[config.mk]
export PLATFORM = sky130hd
export DESIGN_NAME = ordered_value_list
export DESIGN_NICKNAME = d
export VERILOG_FILES = /design/src/rtl/ovl_pkg.sv /design/src/rtl/ovl_mem.sv /design/src/rtl/ordered_value_list.sv
export SDC_FILE = /design/constraint.sdc
export NUM_CORES = 1
export LEC_CHECK = 0
export BUFFER_PORTS_ARGS = -buffer_cell sky130_fd_sc_hd__buf_4
export CAP_MARGIN = 10
export CORE_AREA = 10 10 211 213
export DETAILED_ROUTE_END_ITERATION = 7
export DIE_AREA = 0 0 221 223
export PLACE_DENSITY = 0.78
export RECOVER_POWER = 50
export REMOVE_ABC_BUFFERS = 1
export SLEW_MARGIN = 20
export SYNTH_ARGS = -nofsm -noshare
export SYNTH_HDL_FRONTEND = slang
export SYNTH_SLANG_ARGS = --single-unit
[constraint.sdc]
create_clock -name aclk -period 4.65 [get_ports aclk]
set_input_delay 0.465 -clock aclk [delete_from_list [all_inputs] [get_ports aclk]]
set_output_delay 0.465 -clock aclk [all_outputs]
set_load 0.05 [all_outputs]
[src/rtl/ovl_pkg.sv]
`default_nettype none

package ovl_pkg;

    localparam int CAPACITY = 16;
    localparam int DATA_W   = 32;
    localparam int OUT_W    = 5;
    localparam int IDX_W    = (CAPACITY > 1) ? $clog2(CAPACITY) : 1;
    localparam int CNT_W    = $clog2(CAPACITY + 1);

    typedef enum logic [1:0] {
        KIND_APPEND = 2'd0,
        KIND_SEARCH = 2'd1,
        KIND_REMOVE = 2'd2,
        KIND_CLEAR  = 2'd3
    } kind_t;

    typedef enum logic [3:0] {
        ST_IDLE  = 4'b0001,
        ST_SCAN  = 4'b0010,
        ST_SHIFT = 4'b0100,
        ST_FIN   = 4'b1000
    } state_t;

    typedef struct packed {
        logic              we;
        logic [IDX_W-1:0]  waddr;
        logic [DATA_W-1:0] wdata;
        logic [IDX_W-1:0]  raddr;
    } mem_req_t;

    // Reduce a count or index to the 5-bit result width.
    function automatic logic [OUT_W-1:0] to_out(input logic [CNT_W-1:0] x);
        logic [CNT_W+OUT_W-1:0] t;
        t = {{OUT_W{1'b0}}, x};
        return t[OUT_W-1:0];
    endfunction

endpackage

`default_nettype wire

[src/rtl/ovl_mem.sv]
`default_nettype none

module ovl_mem (
    input  wire logic                       aclk,
    input  wire ovl_pkg::mem_req_t          req,
    output logic [ovl_pkg::DATA_W-1:0]      rd_data
);

    logic [ovl_pkg::DATA_W-1:0] mem [ovl_pkg::CAPACITY];

    // Write port
    always_ff @(posedge aclk) begin
        if (req.we) begin
            mem[req.waddr] <= req.wdata;
        end
    end

    // Registered read port
    always_ff @(posedge aclk) begin
        rd_data <= mem[req.raddr];
    end

endmodule

`default_nettype wire

[src/rtl/ordered_value_list.sv]
`default_nettype none

// Channel  | Direction | Ports                                          | Handshake
// ---------+-----------+------------------------------------------------+-----------
// s_       | in        | s_kind, s_value                                | s_valid/s_ready
// m_       | out       | m_found, m_position, m_entry_count, m_overflow | m_valid/m_ready
//
// Append and clear go from the accepting step straight to the result load.
// Search compares entries from the head until a match or the end (0 to count entries);
// the single comparator walks the store one entry per cycle through its read port.
// Remove then moves each later entry up one place (one read, one write a cycle).
// Reset (aresetn, synchronous, active low) empties the list; the store is not cleared.
// A finished result waits in the output register while the next beat is accepted;
// the sequencer only stalls in its last step until that register is free.

module ordered_value_list (
    input  wire logic                          aclk,
    input  wire logic                          aresetn,

    input  wire logic                          s_valid,
    output logic                               s_ready,
    input  wire logic [1:0]                    s_kind,
    input  wire logic signed [31:0]            s_value,

    output logic                               m_valid,
    input  wire logic                          m_ready,
    output logic                               m_found,
    output logic [4:0]                         m_position,
    output logic [4:0]                         m_entry_count,
    output logic                               m_overflow
);

    localparam int CW = ovl_pkg::CNT_W;
    localparam int IW = ovl_pkg::IDX_W;

    ovl_pkg::state_t            state_reg, state_next;
    ovl_pkg::kind_t             kind_reg, kind_next;
    logic [31:0]                value_reg, value_next;
    logic [CW-1:0]              count_reg, count_next;
    logic [CW-1:0]              idx_reg, idx_next;
    logic                       found_reg, found_next;
    logic [CW-1:0]              pos_reg, pos_next;
    logic                       ovf_reg, ovf_next;

    logic                       m_valid_reg, m_valid_next;
    logic                       m_found_reg, m_found_next;
    logic [4:0]                 m_pos_reg, m_pos_next;
    logic [4:0]                 m_cnt_reg, m_cnt_next;
    logic                       m_ovf_reg, m_ovf_next;

    ovl_pkg::mem_req_t          mem_req;
    logic [31:0]                rd_data;

    logic [CW:0]                idx_inc;
    logic [CW:0]                idx_two;
    logic [CW:0]                count_ext;

    ovl_mem u_mem (
        .aclk    (aclk),
        .req     (mem_req),
        .rd_data (rd_data)
    );

    assign idx_inc   = {1'b0, idx_reg} + (CW+1)'(1);
    assign idx_two   = {1'b0, idx_reg} + (CW+1)'(2);
    assign count_ext = {1'b0, count_reg};

    assign s_ready       = (state_reg == ovl_pkg::ST_IDLE);
    assign m_valid       = m_valid_reg;
    assign m_found       = m_found_reg;
    assign m_position    = m_pos_reg;
    assign m_entry_count = m_cnt_reg;
    assign m_overflow    = m_ovf_reg;

    always_comb begin
        state_next   = state_reg;
        kind_next    = kind_reg;
        value_next   = value_reg;
        count_next   = count_reg;
        idx_next     = idx_reg;
        found_next   = found_reg;
        pos_next     = pos_reg;
        ovf_next     = ovf_reg;

        m_valid_next = m_valid_reg & ~m_ready;
        m_found_next = m_found_reg;
        m_pos_next   = m_pos_reg;
        m_cnt_next   = m_cnt_reg;
        m_ovf_next   = m_ovf_reg;

        mem_req.we    = 1'b0;
        mem_req.waddr = count_reg[IW-1:0];
        mem_req.wdata = s_value;
        mem_req.raddr = '0;

        case (state_reg)
            ovl_pkg::ST_IDLE: begin
                if (s_valid) begin
                    kind_next  = ovl_pkg::kind_t'(s_kind);
                    value_next = s_value;
                    found_next = 1'b0;
                    pos_next   = '0;
                    ovf_next   = 1'b0;
                    idx_next   = '0;
                    case (ovl_pkg::kind_t'(s_kind))
                        ovl_pkg::KIND_APPEND: begin
                            // Drop the value when the list is full
                            if (count_reg >= CW'(ovl_pkg::CAPACITY)) begin
                                ovf_next = 1'b1;
                            end else begin
                                mem_req.we = 1'b1;
                                pos_next   = count_reg;
                                count_next = count_reg + CW'(1);
                            end
                            state_next = ovl_pkg::ST_FIN;
                        end
                        ovl_pkg::KIND_SEARCH, ovl_pkg::KIND_REMOVE: begin
                            // Issue the read of the head entry
                            if (count_reg == '0) begin
                                state_next = ovl_pkg::ST_FIN;
                            end else begin
                                state_next = ovl_pkg::ST_SCAN;
                            end
                        end
                        ovl_pkg::KIND_CLEAR: begin
                            count_next = '0;
                            state_next = ovl_pkg::ST_FIN;
                        end
                        default: begin
                            state_next = ovl_pkg::ST_FIN;
                        end
                    endcase
                end
            end

            ovl_pkg::ST_SCAN: begin
                // rd_data holds the entry at idx_reg
                if (rd_data == value_reg) begin
                    found_next = 1'b1;
                    pos_next   = idx_reg;
                    if (kind_reg == ovl_pkg::KIND_REMOVE) begin
                        if (idx_inc < count_ext) begin
                            // Start closing the gap: fetch the next entry
                            mem_req.raddr = idx_inc[IW-1:0];
                            state_next    = ovl_pkg::ST_SHIFT;
                        end else begin
                            count_next = count_reg - CW'(1);
                            state_next = ovl_pkg::ST_FIN;
                        end
                    end else begin
                        state_next = ovl_pkg::ST_FIN;
                    end
                end else if (idx_inc >= count_ext) begin
                    state_next = ovl_pkg::ST_FIN;
                end else begin
                    idx_next      = idx_inc[CW-1:0];
                    mem_req.raddr = idx_inc[IW-1:0];
                end
            end

            ovl_pkg::ST_SHIFT: begin
                // Move the entry one place toward the head
                mem_req.we    = 1'b1;
                mem_req.waddr = idx_reg[IW-1:0];
                mem_req.wdata = rd_data;
                if (idx_two < count_ext) begin
                    idx_next      = idx_inc[CW-1:0];
                    mem_req.raddr = idx_two[IW-1:0];
                end else begin
                    count_next = count_reg - CW'(1);
                    state_next = ovl_pkg::ST_FIN;
                end
            end

            ovl_pkg::ST_FIN: begin
                // Hold until the output register is free
                if (!m_valid_reg || m_ready) begin
                    m_valid_next = 1'b1;
                    m_found_next = found_reg;
                    m_pos_next   = ovl_pkg::to_out(pos_reg);
                    m_cnt_next   = ovl_pkg::to_out(count_reg);
                    m_ovf_next   = ovf_reg;
                    state_next   = ovl_pkg::ST_IDLE;
                end
            end

            default: begin
                state_next = ovl_pkg::ST_IDLE;
            end
        endcase
    end

    // Control state
    always_ff @(posedge aclk) begin
        if (!aresetn) begin
            state_reg   <= ovl_pkg::ST_IDLE;
            count_reg   <= '0;
            m_valid_reg <= 1'b0;
        end else begin
            state_reg   <= state_next;
            count_reg   <= count_next;
            m_valid_reg <= m_valid_next;
        end
    end

    // Payload
    always_ff @(posedge aclk) begin
        kind_reg    <= kind_next;
        value_reg   <= value_next;
        idx_reg     <= idx_next;
        found_reg   <= found_next;
        pos_reg     <= pos_next;
        ovf_reg     <= ovf_next;
        m_found_reg <= m_found_next;
        m_pos_reg   <= m_pos_next;
        m_cnt_reg   <= m_cnt_next;
        m_ovf_reg   <= m_ovf_next;
    end

endmodule

`default_nettype wire

# After elaboration in Yosys (flattened, before gate mapping)
# Memory sizes are Yosys's and may differ from the RTL's. A register that Yosys moved wholly into a read port is not among the register bits.
# Cells that the tools add are included.
# classes
add_sub_neg	4
n_lt_le_gt_ge	4
eq_ne	21
muxes	47
bitwise	2
reduce_logical	14
# ops
cell	n
2-to-1 mux 5 bit	14
2-to-1 mux 4 bit	13
2-to-1 mux 36 bit	1
equality test 32 bit	1
case mux 5 bit (3 select lines)	2
case mux 5 bit (2 select lines)	2
!= test 2 bit, second input constant	9
case mux 4 bit (2 select lines)	2
case mux 4 bit (4 select lines)	1
< comparator 6 x 5 -> 1 bit	2
2-to-1 mux 1 bit	10
AND reduction 8 bit	1
adder 5 x 1 -> 6 bit, second input constant	1
adder 5 x 2 -> 6 bit, second input constant	1
equality test 2 bit, second input constant	3
greater-or-equal comparator 6 x 5 -> 1 bit	1
!= test 3 bit, second input constant	2
adder 5 x 1 -> 5 bit, second input constant	1
greater-or-equal comparator 5 bit, second input constant	1
zero test 5 bit	1
AND reduction 5 bit	1
subtractor 5 x 1 -> 5 bit, second input constant	1
equality test 4 x 1 -> 1 bit, second input constant	1
equality test 4 x 2 -> 1 bit, second input constant	1
other kinds (16)	19
# totals
register_bits	68
ram_bits	512
in_bits	38
word_cells	106
memories	1
# mem_list
memory	words	width	read_ports	rd_ports_with_merged_regs	wr	line_no	source
u_mem.mem	16	32	1	1	1	ovl_mem.sv:9	logic [ovl_pkg::DATA_W-1:0] mem [ovl_pkg::CAPACITY];

# Logic depth before layout (Yosys ltp)
# Gate-level depths: netlist of run 1.
# depth
word_depth	7
depth_mapped	16

# By module
# From an unflattened synthesis of run 1, not the netlist that was laid out.
# hier_totals
hier_cells	1161
area_unflattened_um2	23667.7
# by_module_without_submodules
module	n_inst	cells_each	area_per_inst_um2
ovl_mem	1	838	19835.3
ordered_value_list	1	323	3832.4

# Worst setup path after synthesis of run 1
# OpenSTA, ideal clock, no wires.
# synth_path
kind	register to register
startpoint	register idx_reg[2]
endpoint	register u_mem.rd_data[29] (netlist bit), read port of u_mem.mem
setup_ns	0.134
arrival_time_ns	3.842
setup_slack_ns	0.674
stages_incl_launch_ff	16
n_path_buf	2
synth_period_minus_slack_ns	3.976
cell_sequence	edfxtp_1 -> ha_1 -> nand2_1 -> xor2_1 -> inv_1 -> ha_1 -> a21o_1 -> a21o_1 -> nor4_1 -> nand4_1 -> nand3_2 -> clkbuf_1 -> buf_2 -> mux2i_1 -> o22ai_1 -> or4_1
# synth_between
elab_chain_cells	6
elab_cells_between_ends	11
classes_between	add/sub (2); order compare (3); mux (6)
# synth_rtl
element	line_no	source
from (decl)	ordered_value_list.sv:40	logic [CW-1:0] idx_reg, idx_next;
from (signal assigned)	ordered_value_list.sv:210	idx_reg <= idx_next;
adder 5 x 1 -> 6 bit (*)	ordered_value_list.sv:64	assign idx_inc = {1'b0, idx_reg} + (CW+1)'(1);
named net idx_inc[3]	ordered_value_list.sv:54	logic [CW:0] idx_inc;
< comparator 6 x 5 -> 1 bit	ordered_value_list.sv:142	if (idx_inc < count_ext) begin
2-to-1 mux 4 bit	ordered_value_list.sv:142	
2-to-1 mux 4 bit	ordered_value_list.sv:141	if (kind_reg == ovl_pkg::KIND_REMOVE) begin
2-to-1 mux 4 bit (*)	ordered_value_list.sv:138	if (rd_data == value_reg) begin
case mux 4 bit (2 select lines) (*)	ordered_value_list.sv:96	case (state_reg)
to (decl)	ovl_mem.sv:6	output logic [ovl_pkg::DATA_W-1:0] rd_data
# Mark *: on every way through the listed nets, which the timed path passes. The rest lies on a longest branch.
# A chain may end at the register's enable or synchronous reset.

# Worst setup path in the final report of run 1
# layout_path
startpoint	register idx_reg[1]
endpoint	register u_mem.rd_data[20] (netlist bit), read port of u_mem.mem
# The elaborated chain is that of the path after synthesis.

==> results of run 1 <==
[Yosys cell counts (3+ instances only)]
cell      instances
xnor2_1           3
mux2_1            3
o211ai_1          3
o22ai_1          64
and2_1           68
mux2i_1         131
nand3_1           8
dfxtp_1          42
inv_1            16
nor2b_1           7
a221oi_1         35
and4_1            3
o21ai_0          15
nand4_1           5
nor2_1           32
and3_1            3
mux2_2           28
nor3_1            6
a21oi_1          35
a211oi_1         24
a31oi_1           5
buf_1             3
a21o_1           34
ha_1             17
nor4_1           10
o221a_1          31
or4_1            31
nand2b_1          4
buf_2            40
nor3b_1           3
nand2_1         163
a311oi_1         12
edfxtp_1        570
xor2_1           35
clkbuf_1         43
[final timing paths]
kind,cells after the start,to,from,slack [ns]
hold reg to reg,0,m_position[4]$_DFFE_PP_,pos_reg[4]$_DFFE_PP_,0.42
setup reg to reg,14,u_mem.rd_data[20]$_DFF_P_,idx_reg[1]$_SDFFCE_PP0P_,0.18
setup / recovery,14,u_mem.rd_data[20]$_DFF_P_,idx_reg[1]$_SDFFCE_PP0P_,0.18
hold / removal,1,value_reg[3]$_DFFE_PP_,s_value[3],0.06
[cells by family after synthesis]
| family | share of synthesized area, % |
|---|---|
| XOR/XNOR | 1.35 |
| AO/OA/AOI/OAI | 8.62 |
| flip-flops | 72.8 |
| adder cells (fa/ha/maj) | 0.863 |
| buffers and inverters | 1.83 |
| multiplexers | 6.73 |
| AND/OR/NAND/NOR | 7.77 |
[power by group through the flow]
stage | sequential (uW) | clock [uW] | combinational (uW)
final | 6240 | 4480 | 821
after global routing | 6250 | 4720 | 874
after CTS | 6240 | 4510 | 823
after detailed placement | 6350 | 0 | 820
after global placement | 6350 | 0 | 798
after floorplan | 6360 | 0 | 518
[worst register-to-register path, stage by stage (launching register included)]
cell and delay (ns):
edfxtp_1 0.46, ha_1 0.30, nand2_1 0.12, xor2_2 0.26, inv_1 0.10, ha_1 0.29, a21o_1 0.18, a21o_1 0.23
or4_4 0.57, nor4_4 0.33, nor3_4 0.21, buf_4 0.34, a21o_1 0.23, o221a_1 0.21, or4_1 0.51
[metrics by stage]
| stage | setup WS [ns] | hold slack, ns |
|---|---|---|
| 2_1_floorplan | -10.71 | 0.400 |
| 3_3_place_gp | 0.365 | 0.403 |
| 3_5_place_dp | 0.214 | 0.406 |
| 4_1_cts | 0.156 | 0.0130 |
| 5_1_grt | 0.0352 | 0.0476 |
| 6_report | 0.179 | 0.0614 |
[layer usage]
layer  vias to the layer above  wire length [um]  GRT usage [%]  part of all wire [%]
li1                       6349                 -              -                     -
met1                      7406             23600           32.7                    38
met2                       953             28700           37.9                    46
met3                       162              7200           5.14                    12
met4                         0              2240           9.92                   3.6
met5                         -                 0              0                     0
[area by class of cell]
cell class	count	area (um^2)	share of cell area (%)
clock buffers	76	1550	5.56
clock inverters	29	243	0.871
inverters	16	60.1	0.216
multi-input cells	863	6440	23.1
flip-flops and latches	612	18000	64.5
well taps	532	666	2.39
repair buffers	117	941	3.38
==> impl_metrics.yaml, run 1 <==
setup_path:
  worstPathCellList: "ha_1 -> nand2_1 -> xor2_2 -> inv_1 -> ha_1 -> a21o_1 -> a21o_1 -> or4_4 -> nor4_4 -> nor3_4 -> buf_4 -> a21o_1 -> o221a_1 -> or4_1"
  slowest_delay_ns: 0.57
  critPathArrivalTime_ns: 4.95
  timing.critical_path.buf_inv: 2
  critPathSlowestCell: "or4_4"
  path_class: "reg -> reg"
  start_kind: "flip-flop"
  cp_max_fo: 26
  cp_top_family: "simple AND/OR/NAND/NOR gates"
  endpoint_kind: "flip-flop"
  cp.required_ns: 5.13
  critPathMostFrequentCell: "a21o_1"
clock_network:
  cts.sinks: 612
  ctsRootBufferMaster: "clkbuf_16"
  clk-insertion-delay-late_ns: 0.61
  clk_pin_slew_ns: 0.07
  hold_buffers: 0
  cts_tree: "built"
  cts_resized: 0
  h-tree-depth: 2
  clk_path_buf_depth: 3
  cts_made_buffers: 57
  postCtsSetupBuffers: 0
detailed_routing:
  drt-initial-drc-count: 1857
  ant_nets: 0
  routed_via_density: 6.62
  post_drt_wl_per_cell_um: 27.5
  first_pass_iters: 6
  via_count: 14900
  drc: 0
  wirelength_um: 61700
run:
  drv_cap: 2
synthesis:
  async_flop_share_pct: 0
  ys.flop_type: "edfxtp_1"
  synth_edf_count: 570
  synthTopCellsByArea: "edfxtp_1 69%, mux2i_1 5.3%, dfxtp_1 3.4%, nand2_1 2.5%, and2_1 1.7%"
  synthCells: 1579
  synth_cell_types: 71
  synth_area_leader_cell: "edfxtp_1"
  ys_warn_count: 0
  ys_ff_latch: 612
  avgSynthCellArea_um2: 15.6
  ys_seq_area_share_pct: 72.8
  syn-cell-area_um2: 24700
  synth_top_area_share_pct: 69.4
layout:
  postLayoutCoreUtil_pct: 69.0
  final_nets: 1722
  nFillCells: 2670
  area_growth_pct: 13.0
  finalNonFillerCells: 2245
  largest_reg_flops: 512
  fin_area_um2: 27900
  layout_commonest_cell: "edfxtp_1"
  final_cell_mix: "570 x edfxtp_1, 163 x nand2_1, 131 x mux2i_1"
  layout-drive-gt1-share_pct: 13.9
  antenna_cells: 0
sta:
  max_freq_mhz: 224
  period_share_pct: 96.1
  hold_violations: 0
  period_minus_slack_ns: 4.47
  finalSetupTns_ns: 0
  rsz0062_at_grt: "false"
  tightest_slew_ns: 1.95
  fin_worst_skew_ns: 0.0129
  final-setup-viol-count: 0
  finalMaxSlewViolations: 61
  slew_headroom_pct: -29.9
global_routing:
  overflow: 0
  grt_max_degree: 64
  grt_pass1_vias: 14500
  grt_usage_pct: 24.3
  grt_pass1_wl_um: 90800
  antenna_found_initial: 0
placement:
  dpl.cell_count: 2140
  io_buffers: 51
  dp_hpwl_um: 33700
  place.gp.congestion: 0.904
  place_area_um2: 26200
die:
  die_area_um2: 49300
  die_h_um: 223
  coreArea_um2: 40400
  boundaryPins: 52
  chipWidth_um: 221
  rows: 74
  start_util_pct: 61.1
power:
  p_per_area_nw_per_um2: 414
  p_int_uw: 8920
  total_power_uw: 11500
  cellLeakagePower_uw: 0.00925
  comb_power_share_pct: 7.1
  ir_drop_v: 0.000323
  power.switching_uw: 2620
  power_frac_seq_pct: 54.1
  switching_share_pct: 22.7
  power.share.clock_pct: 38.8
status:
  violations: "capacitance limit, slew limit"
  status: "complete, but fails checks"
min_path:
  worstHoldPathType: "in -> reg"
No activity file was read; power rests on OpenSTA's default activity.
==> inputs of run 2 (changes only) <==
- CELL_PAD_IN_SITES_DETAIL_PLACEMENT: default -> 0
- CELL_PAD_IN_SITES_GLOBAL_PLACEMENT: default -> 1
- CORE_AREA: 10 10 211 213 -> 10 10 219 221
- DIE_AREA: 0 0 221 223 -> 0 0 229 231
- PLACE_DENSITY: 0.78 -> 0.89
- SYNTH_HIERARCHICAL: default -> 1
==> run 2 against run 1 <==
Against the previous run:
- the flow still finishes with violations (capacitance limit, slew limit)
- worst hold slack worse by 0.0045 ns
- total power down 3.2%
- global-route usage down 5.0 points
- sequential share of layout area up 2.4 points
- register-to-register slack better by 0.27 ns
- via count down 21%
- combinational power down 49%
- routed wire length down 17%
- first-iteration DRC count down 29%
- synthesized cell count down 26%
- critical path type unchanged
- highest routed layer unchanged
==> impl_metrics.yaml, run 2 <==
clock_network:
  postCtsSetupBuffers: 0
  h-tree-depth: 2
  cts_made_buffers: 58
  clk_pin_slew_ns: 0.06
  cts.sinks: 612
  clk-insertion-delay-late_ns: 0.61
  clk_path_buf_depth: 3
  ctsRootBufferMaster: "clkbuf_16"
  hold_buffers: 0
  cts_tree: "built"
  cts_resized: 0
synthesis:
  syn-cell-area_um2: 23700
  ys_warn_count: 6
  avgSynthCellArea_um2: 20.4
  synthTopCellsByArea: "edfxtp_1 72%, mux4_2 12%, dfxtp_1 3.6%, a22oi_1 2.1%, mux2_2 1.5%"
  synth_edf_count: 570
  ys.flop_type: "edfxtp_1"
  async_flop_share_pct: 0
  ys_ff_latch: 612
  synth.cells.most_frequent: "570 x edfxtp_1, 128 x mux4_2, 65 x a22oi_1, 62 x nand2_1, 42 x dfxtp_1"
  synth_cell_types: 52
  ys_seq_area_share_pct: 75.9
  synth_most_common_cell: "edfxtp_1"
  synth_top_area_share_pct: 72.3
  synthCells: 1161
  synth_area_leader_cell: "edfxtp_1"
global_routing:
  grt_max_degree: 65
  overflow: 0
  grt_pass1_wl_um: 76700
  grt_usage_pct: 19.2
  antenna_found_initial: 1
  grt_pass1_vias: 12000
power:
  p_per_area_nw_per_um2: 416
  cellLeakagePower_uw: 0.00835
  ir_drop_v: 0.000362
setup_path:
  cp_top_family: "simple AND/OR/NAND/NOR gates"
  critPathArrivalTime_ns: 4.69
  cp.required_ns: 5.14
  endpoint_kind: "flip-flop"
  cp_max_fo: 42
  critPathSlowestCell: "nor4_2"
  start_kind: "flip-flop"
  worstPathCellList: "xnor2_1 -> nand4_1 -> nor4_2 -> nand2_1 -> mux2i_1 -> a21oi_4 -> buf_12 -> buf_4 -> mux4_2 -> a22oi_1 -> nand2_1"
  cp-startpoint: "value_reg[3]$_DFFE_PP_"
  timing.critical_path.buf_inv: 2
  path_class: "reg -> reg"
  slowest_delay_ns: 0.71
  rr_startpoint: "value_reg[3]$_DFFE_PP_"
  critPathMostFrequentCell: "nand2_1"
layout:
  finalNonFillerCells: 1898
  layout_commonest_cell: "edfxtp_1"
  final_cell_mix: "570 x edfxtp_1, 128 x mux4_2, 65 x a22oi_1"
  layout-drive-gt1-share_pct: 22.5
  final_nets: 1312
  largest_reg_flops: 512
  area_growth_pct: 13.4
sta:
  max_freq_mhz: 238
  period_minus_slack_ns: 4.20
  finalSetupTns_ns: 0
  finalMaxSlewViolations: 20
  slew_headroom_pct: -13.8
  fin_worst_skew_ns: 0.0321
  final-setup-viol-count: 0
  fin_hold_ws_ns: 0.0569
  tightest_slew_ns: 1.71
  hold_violations: 0
  period_share_pct: 90.3
  rsz0062_at_grt: "false"
placement:
  dp_hpwl_um: 28100
  io_buffers: 51
  dpl.cell_count: 1789
  place.gp.congestion: 0.848
die:
  coreArea_um2: 43700
  die_h_um: 231
  start_util_pct: 54.1
  chipWidth_um: 229
  rows: 77
  boundaryPins: 52
  die_area_um2: 52900
min_path:
  hp-start: "s_value[12]"
  worstHoldPathType: "in -> reg"
status:
  status: "complete, but fails checks"
  violations: "capacitance limit, slew limit"
detailed_routing:
  via_count: 11800
  post_drt_wl_per_cell_um: 27.1
  routed_via_density: 6.22
  ant_nets: 0
  wirelength_um: 51400
  drt-initial-drc-count: 1317
  first_pass_iters: 5
  drc: 0
run:
  drv_cap: 1
-- run 2: cell count changes after synthesis, sizes merged, moves of 26 or more --
cell	previous run	this run
a211oi	26	0
a21o	34	2
a21oi	35	6
a221oi	36	1
a22oi	0	65
and2	68	6
mux2i	131	6
mux4	0	128
nand2	164	62
o221a	31	0
o22ai	64	2
or4	32	0
xnor2	3	36
xor2	35	2
-- run 2: report_power, final --
part / total, uW / internal (uW) / switching (uW)
clock network: 4580 / 2620 / 1960
logic: 417 / 132 / 286
registers: 6170 / 6120 / 52.8
total: 11200 / 8870 / 2300
-- run 2: cell families after synthesis --
logic type | Yosys count | synth area share (%)
AOI/OAI and AO/OA | 114 | 3.48
buffers and inverters | 71 | 1.34
DFF | 612 | 75.9
xor gates and xnor gates | 38 | 1.41
muxes | 166 | 14.0
adders and majority gates | 17 | 0.899
and+or+nand+nor | 143 | 3.04
-- run 2: worst paths after layout --
kind	end	slack (ns)	cells after the start
max	u_mem/rd_data[4]$_DFF_P_	0.45	11
min	value_reg[12]$_DFFE_PP_	0.06	1
max reg2reg	u_mem/rd_data[4]$_DFF_P_	0.45	11
min reg2reg	m_position[1]$_DFFE_PP_	0.42	0
-- run 2: worst reg2reg max path: stages, from the launching register on --
cell	delay, ns
edfxtp_1	0.38
xnor2_1	0.24
nand4_1	0.35
nor4_2	0.71
nand2_1	0.30
mux2i_1	0.30
a21oi_4	0.28
buf_12	0.34
buf_4	0.33
mux4_2	0.55
a22oi_1	0.23
nand2_1	0.08
-- run 2: metrics by stage --
stage	instance area, um^2	worst slack, ns	utilization (%)	power (uW)
final	26800	0.449	61.4	11200
after global routing	26800	0.119	61.4	11500
after CTS	27000	0.191	61.7	11200
after detailed placement	25100	0.306	57.5	6720
after global placement	25100	0.352	57.5	6690
after floorplan	23400	-9.98	-	6540
-- run 2: area by class of cell --
class / count / area, um^2
tap: 592 / 741
clock buffer: 75 / 1580
multi-input combinational: 478 / 5560
clock inverter: 33 / 275
antenna: 1 / 2.50
inverter: 16 / 60.1
sequential: 612 / 18000
timing repair buffer: 91 / 672
fill: 2990 / 16900
-- run 2: per-layer routing --
metal | share of wire (%) | track usage [%]
met3 | 8.4 | 3.27
met5 | 0 | 0
met2 | 51 | 32.7
met4 | 2.5 | 6.41
met1 | 38 | 25.0
